[src/rtl/srs_pkg.sv]
package srs_pkg;

	localparam int DATA_W = 32;
	localparam int IDX_W  = 11;
	localparam int OP_W   = 2;

	localparam logic [OP_W-1:0] OP_CLEAR  = 2'd0;
	localparam logic [OP_W-1:0] OP_APPEND = 2'd1;
	localparam logic [OP_W-1:0] OP_QUERY  = 2'd2;

	localparam logic [IDX_W-1:0] IDX_NONE = 11'h7FF;

	// controller -> datapath
	typedef struct packed {
		logic clear;
		logic append;
		logic load_key;
		logic init;      // lo = 0, hi = count - 1
		logic side;      // 0: first-index search, 1: last-index search
		logic probe;     // latch mid, RAM reads mid and its neighbor
		logic step;      // narrow the range
		logic rec_hit;
		logic rec_miss;
		logic load_out;
	} cmd_t;

	// datapath -> controller
	typedef struct packed {
		logic run;       // lo <= hi
		logic hit;       // match at mid and it is the boundary
	} stat_t;

endpackage

[src/rtl/srs_ctrl.sv]
module srs_ctrl
	import srs_pkg::*;
(
	input  logic            clk,
	input  logic            arst_n,
	input  logic            in_valid,
	output logic            in_ready,
	input  logic [OP_W-1:0] op,
	output logic            out_valid,
	input  logic            out_ready,
	input  stat_t           stat,
	output cmd_t            cmd
);

	localparam logic [1:0] ST_IDLE = 2'd0;
	localparam logic [1:0] ST_CHK  = 2'd1;
	localparam logic [1:0] ST_CMP  = 2'd2;
	localparam logic [1:0] ST_FIN  = 2'd3;

	logic [1:0] state_q, state_d;
	logic       side_q, side_d;
	logic       out_valid_q;

	always_comb begin
		cmd      = '0;
		cmd.side = side_q;
		state_d  = state_q;
		side_d   = side_q;
		in_ready = 1'b0;
		case (state_q)
			ST_IDLE: begin
				in_ready = 1'b1;
				if (in_valid) begin
					case (op)
						OP_CLEAR:  cmd.clear = 1'b1;
						OP_APPEND: cmd.append = 1'b1;
						OP_QUERY: begin
							cmd.load_key = 1'b1;
							cmd.init     = 1'b1;
							side_d       = 1'b0;
							state_d      = ST_CHK;
						end
						default: ;
					endcase
				end
			end
			ST_CHK: begin
				if (stat.run) begin
					cmd.probe = 1'b1;
					state_d   = ST_CMP;
				end else begin
					cmd.rec_miss = 1'b1;
					if (!side_q) begin
						cmd.init = 1'b1;
						side_d   = 1'b1;
					end else begin
						state_d = ST_FIN;
					end
				end
			end
			ST_CMP: begin
				if (stat.hit) begin
					cmd.rec_hit = 1'b1;
					if (!side_q) begin
						cmd.init = 1'b1;
						side_d   = 1'b1;
						state_d  = ST_CHK;
					end else begin
						state_d = ST_FIN;
					end
				end else begin
					cmd.step = 1'b1;
					state_d  = ST_CHK;
				end
			end
			ST_FIN: begin
				if (!out_valid_q || out_ready) begin
					cmd.load_out = 1'b1;
					state_d      = ST_IDLE;
				end
			end
			default: state_d = ST_IDLE;
		endcase
	end

	always_ff @(posedge clk or negedge arst_n) begin
		if (!arst_n) begin
			state_q     <= ST_IDLE;
			side_q      <= 1'b0;
			out_valid_q <= 1'b0;
		end else begin
			state_q <= state_d;
			side_q  <= side_d;
			if (cmd.load_out) begin
				out_valid_q <= 1'b1;
			end else if (out_ready) begin
				out_valid_q <= 1'b0;
			end
		end
	end

	assign out_valid = out_valid_q;

endmodule

[config.mk]
export PLATFORM = sky130hd
export DESIGN_NAME = srs_ctrl
export DESIGN_NICKNAME = d
export VERILOG_FILES = /design/src/rtl/srs_pkg.sv /design/src/rtl/srs_ctrl.sv
export SDC_FILE = /design/constraint.sdc
export NUM_CORES = 1
export LEC_CHECK = 0
export BUFFER_PORTS_ARGS = -buffer_cell sky130_fd_sc_hd__buf_4
export CAP_MARGIN = 5
export CELL_PAD_IN_SITES_DETAIL_PLACEMENT = 1
export CELL_PAD_IN_SITES_GLOBAL_PLACEMENT = 1
export CORE_UTILIZATION = 27
export DETAILED_ROUTE_END_ITERATION = 12
export GPL_TIMING_DRIVEN = 0
export HOLD_SLACK_MARGIN = 0.06
export PLACE_DENSITY = 0.79
export SYNTH_ARGS = -nofsm -noshare
export SYNTH_HDL_FRONTEND = slang
export SYNTH_SLANG_ARGS = --single-unit
[constraint.sdc]
create_clock -name clk -period 1.6 [get_ports clk]
set_input_delay 0.4 -clock clk [delete_from_list [all_inputs] [get_ports clk]]
set_output_delay 0.4 -clock clk [all_outputs]
set_load 0.005 [all_outputs]
==> run summary <==
- Detailed Route Iter0 Violations: 3
- endpoints failing setup: 11
- via count of the first global-routing pass: 471
- total number of H-tree levels: 1
- area added between synthesis and finish: 120%
- switching power: 0.646 mW
- RD Place Congestion: 0.848
- total power density per cell area: 1990 mW/mm^2
- cell-internal power: 1.11 mW
- result of the run: finished, violations left
- chip width: 40.5 um
- later-pin clock latency in the skew report: 230 ps
- Switching Fraction: 0.368
- peak fanout along the critical path: 4
- total core area: 0.00133 sq mm
- element type at the critical path start: flop
- CTS tree: built
- part of the total power dissipated in combinational logic: 0.795
- Worst Path Arrival: 1400 ps
- number of antenna violations at the first check in global routing: 0
- net count of the finished layout: 90
- final critical-path share of the clock period: 1.13
- detailed-route wire length: 1.36 mm
- Cells after Synth: 39
- flip-flop and latch count after synthesis: 4
- area of the mapped netlist: 399 sq um
- minimum period implied by the final worst setup slack: 1800 ps
- number of enable-type register cells in the synthesized netlist: 0
- Synth Warn #: 0
- number of hold-slack violations in the final timing report: 0
- Achievable Freq: 554 MHz
- fraction of final layout cells with drive strength greater than 1: 0.813
- Worst Skew: 0.651 ps
- Ports: 20
- class of the most critical setup path: reg2out
- diode count: 0
- net count after synthesis: 52
- Tot GR Track Use: 0.192
- failing checks: setup timing
- first drt pass iteration count: 2
- number of buffers inserted during clock tree synthesis: 3
- required time of the critical path: 1200 ps
- placed instance area: 563 sq um
- asr flop ratio synth: 1.00
- residual overflow from global routing: 0
- vias per std cell: 4.83
- number of rows created at floorplan: 13
- number of instances in the placed design: 73
- portion of synthesized cell area occupied by the leading cell type: 0.251
- routed via count: 435
- Max-Slew Margin vs Limit: 0.770
- unrepaired setup endpoints after global routing: true
- starting density of the core: 0.299
- Worst Setup Slack, final: -204 ps
- Max Buffers Root-to-Sink: 2
- number of antenna-violating nets in the routed design: 0
- leading register cell type out of synthesis: sky130_fd_sc_hd__dfrtp_1
- top post-synthesis cells by area: sky130_fd_sc_hd__dfrtp_1 25%, sky130_fd_sc_hd__ha_1 16%, sky130_fd_sc_hd__a2111oi_4 6.9%, sky130_fd_sc_hd__nand3b_4 5.0%, sky130_fd_sc_hd__and2_1 4.7%
- most repeated cell in the gate-level netlist after synthesis: sky130_fd_sc_hd__ha_1
- actual slew at the worst max-slew pin: 345 ps
- post-layout instance count excluding filler cells: 90
- IR drop worst, VDD: 1130 uV
- max-capacitance violation count: 0
- post-detailed-placement half-perimeter wirelength: 774 um
- list of most frequent post-synthesis cells: 5 x sky130_fd_sc_hd__ha_1, 4 x sky130_fd_sc_hd__dfrtp_1, 3 x sky130_fd_sc_hd__and2_1, 3 x sky130_fd_sc_hd__inv_1
- Yosys cell types: 22
- Clock power frac: 0.069
- Tightest Hold Check Type: in2async
- Final Instance Area: 880 sq um
- pin count of the biggest net entering global routing: 6
- max-slew violation count: 0
- sequential share of power: 0.135
- Synth Area per Inst: 10.2 sq um
- Die Footprint: 0.00164 sq mm
- clock root buffer: sky130_fd_sc_hd__clkbuf_4
- Clock Sinks: 4
- die span in y: 40.5 um
- fillcell total: 138
- PortBufs: 19
- post-DR wirelength/cell: 15.1 um
- sort of element at the end of the critical path: output pin
- sequential area share after synthesis: 0.251
- Leakage Power: 0.411 nW
- Clock transition at path regs: 40 ps
- DR DRC count: 0
- most area-hungry cell type in the Yosys netlist: sky130_fd_sc_hd__dfrtp_1
- wire length of the first global-routing pass: 1.99 mm
## routing by layer
layer  track usage  share of wire  vias up
met4         0.100              0        0
met1         0.204           0.42      207
met5             0              0        -
li1              -              -      215
met2         0.365           0.54       13
met3        0.0167          0.036        0
## worst paths after layout
check,start,end,slack (ps),depth (start not counted)
setup / recovery,state_q[1],cmd[6],-200,6
hold / removal,arst_n,out_valid,500,2
setup reg to reg,state_q[0],side_q,-180,7
hold reg to reg,out_valid,out_valid,580,2
max in group asynchronous,arst_n,state_q[1],990,2
min in group clk,out_ready,out_valid,500,3
## power by group through the flow
stage                     combinational [mW]  clock [mW]  sequential, mW
final                                   1.39       0.122           0.237
after global routing                    1.50       0.137           0.246
after CTS                               1.27       0.128           0.220
after detailed placement               0.681           0           0.221
after global placement                 0.665           0           0.217
after floorplan                        0.440           0           0.206
## worst max-delay path, stage by stage (launching register included)
cell	delay, ps
sky130_fd_sc_hd__dfrtp_2	440
sky130_fd_sc_hd__inv_4	110
sky130_fd_sc_hd__ha_4	140
sky130_fd_sc_hd__nor2b_4	170
sky130_fd_sc_hd__o21bai_4	80
sky130_fd_sc_hd__a21oi_2	130
sky130_fd_sc_hd__buf_4	110
## flip-flops by register name, indices dropped and copies added, names as in the netlist
name,count
out_valid,1
side_q,1
state_q,2
## timing repair
action,in CTS,in global routing
resized for setup,29,8
endpoints found under the setup margin,13,13
hold endpoints to repair,4,0
pin swaps,10,6
buffers inserted,12,2
hold buffers,1,0
## stage by stage
stage	setup TNS, ps	hold WS [ps]	setup WS, ps	utilization	power, mW
final	-1130	499	-204	0.659	1.75
after global routing	-2070	489	-283	0.659	1.89
after CTS	-738	474	-230	0.628	1.62
after detailed placement	-750	197	-183	0.422	0.902
after global placement	-616	197	-161	0.422	0.883
after floorplan	0	104	28.2	-	0.646
## logic make-up (layout without fill, tap and decap cells)
logic type / Yosys count / count (layout) / synth area share
buffers and inverters: 4 / 40 / 0.0470
multiplexers: 1 / 1 / 0.0282
adder cells (fa/ha/maj): 5 / 5 / 0.157
AND/OR/NAND/NOR: 16 / 16 / 0.282
AO/OA/AOI/OAI: 9 / 9 / 0.235
flip-flops: 4 / 4 / 0.251
## layout by cell type, fill, tap and decap left out, types with 2 or more instances in the layout
cell type	count
sky130_fd_sc_hd__dfrtp_1	3
sky130_fd_sc_hd__clkbuf_4	3
sky130_fd_sc_hd__nand2b_1	2
sky130_fd_sc_hd__a2bb2oi_2	2
sky130_fd_sc_hd__ha_4	3
sky130_fd_sc_hd__buf_6	5
sky130_fd_sc_hd__buf_4	27
sky130_fd_sc_hd__nor2_1	2
sky130_fd_sc_hd__nor2b_4	2
sky130_fd_sc_hd__a2111oi_4	3
sky130_fd_sc_hd__and2_4	3
## cell type report
type | instances | area (sq um) | area share
Inverter | 3 | 13.8 | 0.0156
Clock buffer | 3 | 22.5 | 0.0256
Multi-Input combinational cell | 31 | 434 | 0.494
Sequential cell | 4 | 101 | 0.115
Tap cell | 15 | 18.8 | 0.0213
Buffer | 1 | 7.51 | 0.00853
Timing Repair Buffer | 33 | 282 | 0.320
Power figures use the tool's default switching activity.
